===== config.mk =====
export PLATFORM = sky130hd
export DESIGN_NAME = order_queue_with_owner_dequeue_unit_flat
export DESIGN_NICKNAME = d
export VERILOG_FILES = /design/src/oqod_pkg.sv /design/src/oqod_if.sv /design/src/oqod_cell.sv /design/src/order_queue_with_owner_dequeue_unit.sv /design/src/flat_wrapper.sv
export SDC_FILE = /design/constraint.sdc
export NUM_CORES = 2
export LEC_CHECK = 0
export BUFFER_PORTS_ARGS = -buffer_cell sky130_fd_sc_hd__buf_2
export CAP_MARGIN = 20
export CELL_PAD_IN_SITES_DETAIL_PLACEMENT = 0
export CELL_PAD_IN_SITES_GLOBAL_PLACEMENT = 1
export CORE_MARGIN = 8
export CORE_UTILIZATION = 24
export CTS_BUF_LIST = sky130_fd_sc_hd__clkbuf_2 sky130_fd_sc_hd__clkbuf_4 sky130_fd_sc_hd__clkbuf_8
export CTS_CLUSTER_DIAMETER = 50
export DETAILED_ROUTE_END_ITERATION = 16
export GPL_ROUTABILITY_DRIVEN = 0
export PLACE_DENSITY = 0.39
export SYNTH_ARGS = -nofsm -noshare
export SYNTH_HDL_FRONTEND = slang
export SYNTH_HIERARCHICAL = 1
export SYNTH_SLANG_ARGS = --single-unit

===== constraint.sdc =====
create_clock -name i_clk -period 12.2 [get_ports i_clk]
set_clock_uncertainty 0.15 [all_clocks]
set_input_delay 0 -clock i_clk [delete_from_list [all_inputs] [get_ports i_clk]]
set_output_delay 0 -clock i_clk [all_outputs]
set_load 0.05 [all_outputs]

===== src/oqod_pkg.sv =====
// Shared types, codes and helpers of the order queue with owner dequeue.
package oqod_pkg;

    // Default number of entries held in the queue.
    localparam int QUEUE_DEPTH_DEF = 16;
    // Most results one list request may produce.
    localparam int MAX_RESULTS = 16;
    localparam int K_W = $clog2(MAX_RESULTS + 1);

    // Order id counter value after reset.
    localparam logic [31:0] FIRST_ID_RST = 32'd1;

    // Request actions.
    typedef enum logic [1:0] {
        A_ENQ  = 2'd0,
        A_DEQ  = 2'd1,
        A_LIST = 2'd2,
        A_NONE = 2'd3
    } t_action;

    // Result codes.
    typedef enum logic [2:0] {
        C_ENQUEUED   = 3'd0,
        C_DISPATCHED = 3'd1,
        C_LISTED     = 3'd2,
        C_EMPTY      = 3'd3,
        C_NO_MATCH   = 3'd4,
        C_FULL       = 3'd5,
        C_NONE_FOUND = 3'd6
    } t_code;

    // Sequencer states.
    typedef enum logic [1:0] {
        S_IDLE,
        S_SCAN,
        S_DONE
    } t_state;

    // One stored order.
    typedef struct packed {
        logic [31:0] order_id;
        logic [15:0] buyer;
        logic [15:0] seller;
        logic [30:0] price;
        logic [15:0] detail;
    } t_entry;

    // Per-cell update controls.
    typedef struct packed {
        logic shift;
        logic load;
    } t_cell_ctl;

    // One result as held in the output register.
    typedef struct packed {
        t_code       code;
        t_entry      entry;
        logic        last;
    } t_res;

    // Builds a result from a code, an entry and the last mark.
    function automatic t_res mk_res(t_code code, t_entry entry, logic last);
        t_res r;
        r.code  = code;
        r.entry = entry;
        r.last  = last;
        return r;
    endfunction

endpackage


===== src/oqod_if.sv =====
// Handshake interfaces for the request, result and configuration channels.
interface oqod_req_if;
    logic        valid;
    logic        ready;
    logic [1:0]  action;
    logic [15:0] buyer_id;
    logic [15:0] seller_id;
    logic [30:0] total_price;
    logic [15:0] detail_id;
    logic        is_admin;

    modport source (output valid, action, buyer_id, seller_id, total_price, detail_id,
                    is_admin, input ready);
    modport sink (input valid, action, buyer_id, seller_id, total_price, detail_id,
                  is_admin, output ready);
endinterface

interface oqod_res_if;
    logic        valid;
    logic        ready;
    logic [2:0]  result_code;
    logic [31:0] order_id;
    logic [15:0] out_buyer;
    logic [15:0] out_seller;
    logic [30:0] out_price;
    logic [15:0] out_detail;
    logic        last;

    modport source (output valid, result_code, order_id, out_buyer, out_seller, out_price,
                    out_detail, last, input ready);
    modport sink (input valid, result_code, order_id, out_buyer, out_seller, out_price,
                  out_detail, last, output ready);
endinterface

interface oqod_cfg_if;
    logic        valid;
    logic        ready;
    logic [31:0] data;

    modport source (output valid, data, input ready);
    modport sink (input valid, data, output ready);
endinterface


===== src/oqod_cell.sv =====
// One queue cell: holds an entry and takes its neighbour's entry or a new one.
module oqod_cell (
    input  logic                i_clk,
    input  oqod_pkg::t_cell_ctl i_ctl,
    input  oqod_pkg::t_entry    i_next,
    input  oqod_pkg::t_entry    i_new,
    output oqod_pkg::t_entry    o_entry
);
    import oqod_pkg::*;

    t_entry r_entry;

    // A new order is written at the tail; otherwise the cell takes its neighbour or holds.
    always_ff @(posedge i_clk) begin
        priority if (i_ctl.load) begin
            r_entry <= i_new;
        end else if (i_ctl.shift) begin
            r_entry <= i_next;
        end else begin
            r_entry <= r_entry;
        end
    end

    assign o_entry = r_entry;

endmodule


===== src/order_queue_with_owner_dequeue_unit.sv =====
// Top level of the order queue: cell ring, scan sequencer and output register.
// Enqueue and any request that finds the queue empty: the result is registered in the cycle
// after the request is taken. Dequeue and list rotate the cell ring once in S_SCAN, holding
// while results stall, and register the last result in S_DONE (a list may push earlier ones
// during the scan); the next request is taken back in S_IDLE, one request at a time.
// Reset empties the queue, sets the id counter to 1 and clears the output valid flag.
module order_queue_with_owner_dequeue_unit #(
    parameter int QUEUE_DEPTH = oqod_pkg::QUEUE_DEPTH_DEF
) (
    input logic         i_clk,
    input logic         i_rst_n,
    oqod_cfg_if.sink    i_cfg,
    oqod_req_if.sink    i_req,
    oqod_res_if.source  o_res
);
    import oqod_pkg::*;

    localparam int IdxW = $clog2(QUEUE_DEPTH);
    localparam int CntW = $clog2(QUEUE_DEPTH + 1);
    localparam logic [IdxW-1:0] LastStep = IdxW'(QUEUE_DEPTH - 1);
    localparam logic [CntW-1:0] FullCnt = CntW'(QUEUE_DEPTH);
    localparam logic [K_W-1:0] MaxK = K_W'(MAX_RESULTS);

    t_state          r_state, n_state;
    logic [CntW-1:0] r_count;
    logic [31:0]     r_next_id;
    logic [IdxW-1:0] r_step;
    logic [IdxW-1:0] r_pos;
    logic [K_W-1:0]  r_k;
    logic            r_pend_valid;
    logic            r_found;
    t_entry          r_pend;
    logic [15:0]     r_seller;
    logic            r_admin;
    t_action         r_act;
    logic            r_out_valid;
    t_res            r_out;

    t_entry          w_entry [QUEUE_DEPTH];
    t_cell_ctl       w_ctl [QUEUE_DEPTH];
    t_entry          w_new;
    t_entry          w_head;
    t_action         w_req_act;
    logic            w_out_free;
    logic            w_req_acc;
    logic            w_cfg_acc;
    logic            w_full;
    logic            w_match;
    logic            w_list_take;
    logic            w_deq_take;
    logic            c_rotate;
    logic            c_compact;
    logic            c_write;
    logic            c_out_load;
    t_res            w_out_next;

    // Handshake helpers.
    assign w_out_free = !r_out_valid || o_res.ready;
    assign w_req_acc  = i_req.valid && i_req.ready;
    assign w_cfg_acc  = i_cfg.valid && i_cfg.ready;
    assign w_req_act  = t_action'(i_req.action);
    assign w_full     = (r_count == FullCnt);
    assign i_cfg.ready = 1'b1;

    // The new entry carries the next order id.
    always_comb begin
        w_new.order_id = r_next_id;
        w_new.buyer    = i_req.buyer_id;
        w_new.seller   = i_req.seller_id;
        w_new.price    = i_req.total_price;
        w_new.detail   = i_req.detail_id;
    end

    // The head cell shows the entry of age r_step while the ring rotates.
    assign w_head  = w_entry[0];
    assign w_match = (CntW'(r_step) < r_count) && (r_admin || (w_head.seller == r_seller));
    assign w_list_take = c_rotate && (r_act == A_LIST) && w_match && (r_k < MaxK);
    assign w_deq_take  = c_rotate && (r_act == A_DEQ) && w_match && !r_found;

    // Ring of cells: each takes its upper neighbour, the top one takes the head.
    for (genvar j = 0; j < QUEUE_DEPTH; j++) begin : g_cell
        t_entry w_next;
        if (j == QUEUE_DEPTH - 1) begin : g_top
            assign w_next = w_entry[0];
        end else begin : g_mid
            assign w_next = w_entry[j+1];
        end
        assign w_ctl[j].shift = c_rotate || (c_compact && (IdxW'(j) >= r_pos));
        assign w_ctl[j].load  = c_write && (r_count == CntW'(j));

        oqod_cell u_cell (
            .i_clk   (i_clk),
            .i_ctl   (w_ctl[j]),
            .i_next  (w_next),
            .i_new   (w_new),
            .o_entry (w_entry[j])
        );
    end

    // Next state.
    always_comb begin
        n_state = r_state;
        unique case (r_state)
            S_IDLE: begin
                if (w_req_acc && (w_req_act == A_DEQ || w_req_act == A_LIST)
                    && (r_count != '0)) begin
                    n_state = S_SCAN;
                end
            end
            S_SCAN: begin
                if (w_out_free && (r_step == LastStep)) begin
                    n_state = S_DONE;
                end
            end
            S_DONE: begin
                if (w_out_free) begin
                    n_state = S_IDLE;
                end
            end
            default: n_state = S_IDLE;
        endcase
    end

    // Controls and the next result.
    always_comb begin
        i_req.ready = (r_state == S_IDLE) && w_out_free;
        c_rotate    = (r_state == S_SCAN) && w_out_free;
        c_compact   = 1'b0;
        c_write     = 1'b0;
        c_out_load  = 1'b0;
        w_out_next  = mk_res(C_EMPTY, '0, 1'b1);
        unique case (r_state)
            S_IDLE: begin
                if (w_req_acc) begin
                    unique case (w_req_act)
                        A_ENQ: begin
                            c_out_load = 1'b1;
                            if (w_full) begin
                                w_out_next = mk_res(C_FULL, '0, 1'b1);
                            end else begin
                                c_write    = 1'b1;
                                w_out_next = mk_res(C_ENQUEUED, w_new, 1'b1);
                            end
                        end
                        A_DEQ, A_LIST: begin
                            c_out_load = (r_count == '0);
                        end
                        default: c_out_load = 1'b0;
                    endcase
                end
            end
            S_SCAN: begin
                // A new match pushes the held one out, which is then not the last.
                if (w_list_take && r_pend_valid) begin
                    c_out_load = 1'b1;
                    w_out_next = mk_res(C_LISTED, r_pend, 1'b0);
                end
            end
            S_DONE: begin
                if (w_out_free) begin
                    c_out_load = 1'b1;
                    if (r_act == A_LIST) begin
                        w_out_next = r_pend_valid ? mk_res(C_LISTED, r_pend, 1'b1)
                                                  : mk_res(C_NONE_FOUND, '0, 1'b1);
                    end else begin
                        c_compact  = r_found;
                        w_out_next = r_found ? mk_res(C_DISPATCHED, r_pend, 1'b1)
                                             : mk_res(C_NO_MATCH, '0, 1'b1);
                    end
                end
            end
            default: c_out_load = 1'b0;
        endcase
    end

    // Sequencer, counters and the output register.
    always_ff @(posedge i_clk) begin
        if (!i_rst_n) begin
            r_state      <= S_IDLE;
            r_count      <= '0;
            r_next_id    <= FIRST_ID_RST;
            r_out_valid  <= 1'b0;
            r_step       <= '0;
            r_k          <= '0;
            r_pend_valid <= 1'b0;
            r_found      <= 1'b0;
        end else begin
            r_state <= n_state;

            // Id counter: a configuration write reloads it.
            if (w_cfg_acc) begin
                r_next_id <= i_cfg.data;
            end else if (c_write) begin
                r_next_id <= r_next_id + 32'd1;
            end

            // Occupancy.
            if (c_write) begin
                r_count <= r_count + CntW'(1);
            end else if (c_compact) begin
                r_count <= r_count - CntW'(1);
            end

            // Output register.
            if (c_out_load) begin
                r_out_valid <= 1'b1;
                r_out       <= w_out_next;
            end else if (o_res.ready) begin
                r_out_valid <= 1'b0;
            end

            // Latch the match key when a request is taken.
            if (w_req_acc) begin
                r_act        <= w_req_act;
                r_seller     <= i_req.seller_id;
                r_admin      <= i_req.is_admin;
                r_step       <= '0;
                r_k          <= '0;
                r_pend_valid <= 1'b0;
                r_found      <= 1'b0;
            end

            // Scan step: one entry passes the head per rotation.
            if (c_rotate) begin
                r_step <= r_step + IdxW'(1);
            end
            if (w_list_take) begin
                r_pend       <= w_head;
                r_pend_valid <= 1'b1;
                r_k          <= r_k + K_W'(1);
            end
            if (w_deq_take) begin
                r_pend  <= w_head;
                r_found <= 1'b1;
                r_pos   <= r_step;
            end
        end
    end

    // Result channel.
    assign o_res.valid       = r_out_valid;
    assign o_res.result_code = r_out.code;
    assign o_res.order_id    = r_out.entry.order_id;
    assign o_res.out_buyer   = r_out.entry.buyer;
    assign o_res.out_seller  = r_out.entry.seller;
    assign o_res.out_price   = r_out.entry.price;
    assign o_res.out_detail  = r_out.entry.detail;
    assign o_res.last        = r_out.last;

`ifndef SYNTHESIS
    // Occupancy never exceeds the number of cells.
    a_count_bound: assert property (@(posedge i_clk) disable iff (!i_rst_n)
        r_count <= FullCnt)
        else $error("queue occupancy exceeds depth");

    // A stored order raises the occupancy by one.
    a_enq_count: assert property (@(posedge i_clk) disable iff (!i_rst_n)
        c_write |=> (r_count == $past(r_count) + CntW'(1)))
        else $error("enqueue did not raise occupancy");

    // A dispatch lowers the occupancy by one.
    a_deq_count: assert property (@(posedge i_clk) disable iff (!i_rst_n)
        c_compact |=> (r_count == $past(r_count) - CntW'(1)))
        else $error("dispatch did not lower occupancy");

    // The ring holds still while the result side stalls.
    a_scan_hold: assert property (@(posedge i_clk) disable iff (!i_rst_n)
        (r_state == S_SCAN && !w_out_free) |=> $stable(r_step))
        else $error("scan advanced during a stall");

    // A list never captures more matches than it may report.
    a_k_bound: assert property (@(posedge i_clk) disable iff (!i_rst_n)
        r_k <= MaxK)
        else $error("list capture count out of range");
`endif

endmodule


===== src/flat_wrapper.sv =====
// flat-port wrapper written by rule: the top's interface ports become plain ports
module order_queue_with_owner_dequeue_unit_flat import oqod_pkg::*;
#(
    parameter int QUEUE_DEPTH = oqod_pkg::QUEUE_DEPTH_DEF
)
  (i_clk, i_rst_n, i_cfg_valid, i_cfg_data, i_cfg_ready, i_req_valid, i_req_action, i_req_buyer_id, i_req_seller_id, i_req_total_price, i_req_detail_id, i_req_is_admin, i_req_ready, o_res_valid, o_res_result_code, o_res_order_id, o_res_out_buyer, o_res_out_seller, o_res_out_price, o_res_out_detail, o_res_last, o_res_ready);
  oqod_cfg_if i_cfg_i ();
  oqod_req_if i_req_i ();
  oqod_res_if o_res_i ();
  input logic i_clk;
  input logic i_rst_n;
  input wire logic [$bits(i_cfg_i.valid)-1:0] i_cfg_valid;
  input wire logic [$bits(i_cfg_i.data)-1:0] i_cfg_data;
  output wire logic [$bits(i_cfg_i.ready)-1:0] i_cfg_ready;
  input wire logic [$bits(i_req_i.valid)-1:0] i_req_valid;
  input wire logic [$bits(i_req_i.action)-1:0] i_req_action;
  input wire logic [$bits(i_req_i.buyer_id)-1:0] i_req_buyer_id;
  input wire logic [$bits(i_req_i.seller_id)-1:0] i_req_seller_id;
  input wire logic [$bits(i_req_i.total_price)-1:0] i_req_total_price;
  input wire logic [$bits(i_req_i.detail_id)-1:0] i_req_detail_id;
  input wire logic [$bits(i_req_i.is_admin)-1:0] i_req_is_admin;
  output wire logic [$bits(i_req_i.ready)-1:0] i_req_ready;
  output wire logic [$bits(o_res_i.valid)-1:0] o_res_valid;
  output wire logic [$bits(o_res_i.result_code)-1:0] o_res_result_code;
  output wire logic [$bits(o_res_i.order_id)-1:0] o_res_order_id;
  output wire logic [$bits(o_res_i.out_buyer)-1:0] o_res_out_buyer;
  output wire logic [$bits(o_res_i.out_seller)-1:0] o_res_out_seller;
  output wire logic [$bits(o_res_i.out_price)-1:0] o_res_out_price;
  output wire logic [$bits(o_res_i.out_detail)-1:0] o_res_out_detail;
  output wire logic [$bits(o_res_i.last)-1:0] o_res_last;
  input wire logic [$bits(o_res_i.ready)-1:0] o_res_ready;
  assign i_cfg_i.valid = i_cfg_valid;
  assign i_cfg_i.data = i_cfg_data;
  assign i_cfg_ready = i_cfg_i.ready;
  assign i_req_i.valid = i_req_valid;
  assign i_req_i.action = i_req_action;
  assign i_req_i.buyer_id = i_req_buyer_id;
  assign i_req_i.seller_id = i_req_seller_id;
  assign i_req_i.total_price = i_req_total_price;
  assign i_req_i.detail_id = i_req_detail_id;
  assign i_req_i.is_admin = i_req_is_admin;
  assign i_req_ready = i_req_i.ready;
  assign o_res_valid = o_res_i.valid;
  assign o_res_result_code = o_res_i.result_code;
  assign o_res_order_id = o_res_i.order_id;
  assign o_res_out_buyer = o_res_i.out_buyer;
  assign o_res_out_seller = o_res_i.out_seller;
  assign o_res_out_price = o_res_i.out_price;
  assign o_res_out_detail = o_res_i.out_detail;
  assign o_res_last = o_res_i.last;
  assign o_res_i.ready = o_res_ready;
  order_queue_with_owner_dequeue_unit #(.QUEUE_DEPTH(QUEUE_DEPTH)) u_core (.i_clk(i_clk), .i_rst_n(i_rst_n), .i_cfg(i_cfg_i), .i_req(i_req_i), .o_res(o_res_i));
endmodule

==> flow_metrics.tcl <==
set metrics [dict create \
    grt_pass1_vias 50200 \
    cellLeakagePower_uw 0.0338 \
    syn_avg_cell_area_um2 19.0 \
    grt_max_degree 113 \
    setup.worst_path.start_class "input pin" \
    drc 0 \
    rows 221 \
    die_w_um 619 \
    grt_usage_pct 14.5 \
    layout.nets 5561 \
    power_uw 16100 \
    dr_total_vias 45600 \
    cts.reportedPaths.clkPinSlew_ps 60 \
    crit_cells 14 \
    htree_levels 5 \
    crit_type "in2reg" \
    setup_violations 0 \
    hp-class "in2reg" \
    die_h_um 619 \
    vias_per_cell 4.32 \
    ys_seq_area_share_pct 70.8 \
    core_area_mm2 0.362 \
    wl_um 284000 \
    synth_edf_count 2025 \
    relSlewSlack_pct 27.1 \
    reg2regPathDepth 10 \
    synth_flop_cell "edfxtp_1" \
    path_max_fanout 112 \
    grt_pass1_wl_um 401000 \
    netlist.area_leader.share_pct 69.6 \
    dr.pass1.iters 5 \
    ys_types 55 \
    overflow 0 \
    cts_buffer_depth 4 \
    crit_chain "dlygate4sd3_1, dlygate4sd3_1, buf_2, dlygate4sd3_1, inv_1, ha_1, nand2_1, nor2_1, nand2_1, nor2_4, buf_12, or2_4, buf_4, buf_4" \
    hold_depth 3 \
    synth-seq-cells 2076 \
    fin_crit_sh_pct 44.2 \
    fin_tns_setup_ps 0 \
    timing.fmax_mhz 185 \
    drive_above_1_share_pct 49.0 \
    status "complete, no violations" \
    initial_core_util_pct 24.1 \
    crit_buf_inv 8 \
    synthTopCellsByArea "edfxtp_1 (70%), mux2_2 (23%), buf_6 (1.7%), dfxtp_1 (1.2%), a22o_1 (1.1%)" \
    ir_drop_v 0.0000783 \
    cp_common_cell "dlygate4sd3_1" \
    drt-wirelength-per-cell_um 26.9 \
    numCtsBuffers 413 \
    place_hpwl_um 160000 \
    cts_tree "built" \
    yosys_warnings 6 \
    rsz0062_at_grt "false" \
    clock_latency_ps 1080 \
    dp.cells 9493 \
    root_buffer "clkbuf_8" \
    synth_async_sr_flop_share_pct 0 \
    synth_area_mm2 0.0873 \
    io-pin-count 237 \
    cap_violations 0 \
    arrival_ps 5920 \
    slew_viol_final 0 \
    cts_sinks 2076 \
    powerDensity_mw_per_mm2 153 \
    worstSetupEndpointType "flop" \
    drtIter0Drc 2604 \
    syn_nets 4736 \
    required_ps 12720 \
    fin_cells 10600 \
    portBuffers 235 \
    layout_common_cells "edfxtp_1 (2025), mux2_2 (1776), clkbuf_8 (420), dlygate4sd3_1 (313), buf_2 (235)" \
    synth_top_area_cell "edfxtp_1" \
    hold_viol 0 \
    antenna_found_initial 26 \
    period_needed_ps 5400 \
    slowest_stage "buf_4" \
    area_growth_pct 20.0 \
    final_common_cell "edfxtp_1" \
    synth_cells 4603 \
    detail-route-antenna-nets 0 \
    dieArea_mm2 0.383 \
    worst_slew_pin_slew_ps 1090 \
    path_delay_family "buffers and inverters" \
    cpPeakStageDelay_ps 920 \
]
==> layer usage <==
metal	track usage, %	vias to the layer above	wire length (µm)
li1	-	20000	-
met4	3.85	6	7670
met1	18.4	24300	124000
met2	25.6	881	143000
met3	2.13	443	9220
met5	0	-	39
==> what timing repair did <==
item / CTS / global route
buffers inserted: 0 / 0
hold endpoints to repair: 1566 / 0
hold buffers: 313 / 0
gates resized for setup: 0 / 0
endpoints found under the setup margin: 0 / 0
==> power breakdown <==
| group | total, µW | switching (µW) | internal, µW |
|---|---|---|---|
| sequential | 8170 | 106 | 8070 |
| combinational | 778 | 506 | 272 |
| clock | 7120 | 3210 | 3910 |
==> sequential cells by signal, indices dropped and copies added (netlist names) <==
signal and cells:
u_core/g_cell.u_cell/o_entry 1776, u_core/r_pend 111, u_core/o_res.order_id 32, u_core/r_next_id 32, u_core/o_res.out_price 31, u_core/o_res.out_buyer 16, u_core/o_res.out_detail 16, u_core/o_res.out_seller 16
u_core/r_seller 16, u_core/r_count 5, u_core/r_k 5, u_core/r_pos 4, u_core/r_step 4, u_core/o_res.result_code 3, u_core/r_act 2, u_core/r_state 2
u_core/o_res.last 1, u_core/o_res.valid 1, u_core/r_admin 1, u_core/r_found 1, u_core/r_pend_valid 1
==> tightest hold or removal path, cell delays in order <==
cell	delay [ps]
dlygate4sd3_1	620
buf_2	350
mux2_2	220
==> synth_stat cells, types with 4 or more instances <==
cell type	count
xor2_1	28
a22o_1	110
a31oi_1	5
o211a_1	7
nand2b_1	8
buf_2	62
o21ai_0	37
or2_2	19
nand3_1	24
dfxtp_1	51
nor3_1	21
inv_1	18
clkbuf_1	25
xnor2_1	22
mux2_2	1776
and2_1	9
edfxtp_1	2025
a21oi_1	31
buf_4	28
o211ai_1	4
nor2_1	31
nor2b_1	4
ha_1	14
nand4_1	9
nand2_1	45
buf_6	128
and3_1	17
nor4_1	4
==> area by class of cell <==
| cell class | instances | area (µm²) |
|---|---|---|
| Antenna cell | 28 | 70.1 |
| Clock buffer | 556 | 6800 |
| Clock inverter | 173 | 1240 |
| Fill cell | 36100 | 257000 |
| Inverter | 20 | 75.1 |
| Multi-Input combinational cell | 2264 | 23600 |
| Sequential cell | 2076 | 61800 |
| Tap cell | 4794 | 6000 |
| Timing Repair Buffer | 653 | 5250 |
==> per-stage QoR <==
step / hold slack (ps) / instance area [µm²] / util [%] / setup slack (ps)
2_1_floorplan: -51.1 / 87300 / - / 3710
3_3_place_gp: 75.5 / 93400 / 25.8 / 6780
3_5_place_dp: 70.7 / 93500 / 25.8 / 6810
4_1_cts: 1.64 / 105000 / 28.9 / 6680
5_1_grt: 20.8 / 105000 / 28.9 / 6570
6_report: 94.7 / 105000 / 28.9 / 6800
==> path summary, 6_finish.rpt <==
kind         slack (ps)                                     startpoint                                       endpoint
min reg2reg         300  u_core/g_cell[0].u_cell/o_entry[96]$_DFFE_PP_                    u_core/r_pend[96]$_DFFE_PP_
max                6800                                i_req_action[1]  u_core/g_cell[4].u_cell/o_entry[98]$_DFFE_PP_
min                  90                              i_req_buyer_id[8]  u_core/g_cell[4].u_cell/o_entry[71]$_DFFE_PP_
max reg2reg        7040                 u_core/r_state[0]$_SDFFE_PN0P_  u_core/g_cell[4].u_cell/o_entry[98]$_DFFE_PP_
==> cells by family after synthesis <==
kind of cell             after synthesis  synth area share, %
other                                  1              0.00429
flip-flops                          2076                 70.8
XOR/XNOR                              50                0.502
adder cells (fa/ha/maj)               14                0.201
AO/OA/AOI/OAI                        216                 1.85
multiplexers                        1778                 22.9
AND/OR/NAND/NOR                      205                 1.27
buffers and inverters                263                 2.44
No activity file was read; power rests on OpenSTA's default activity.
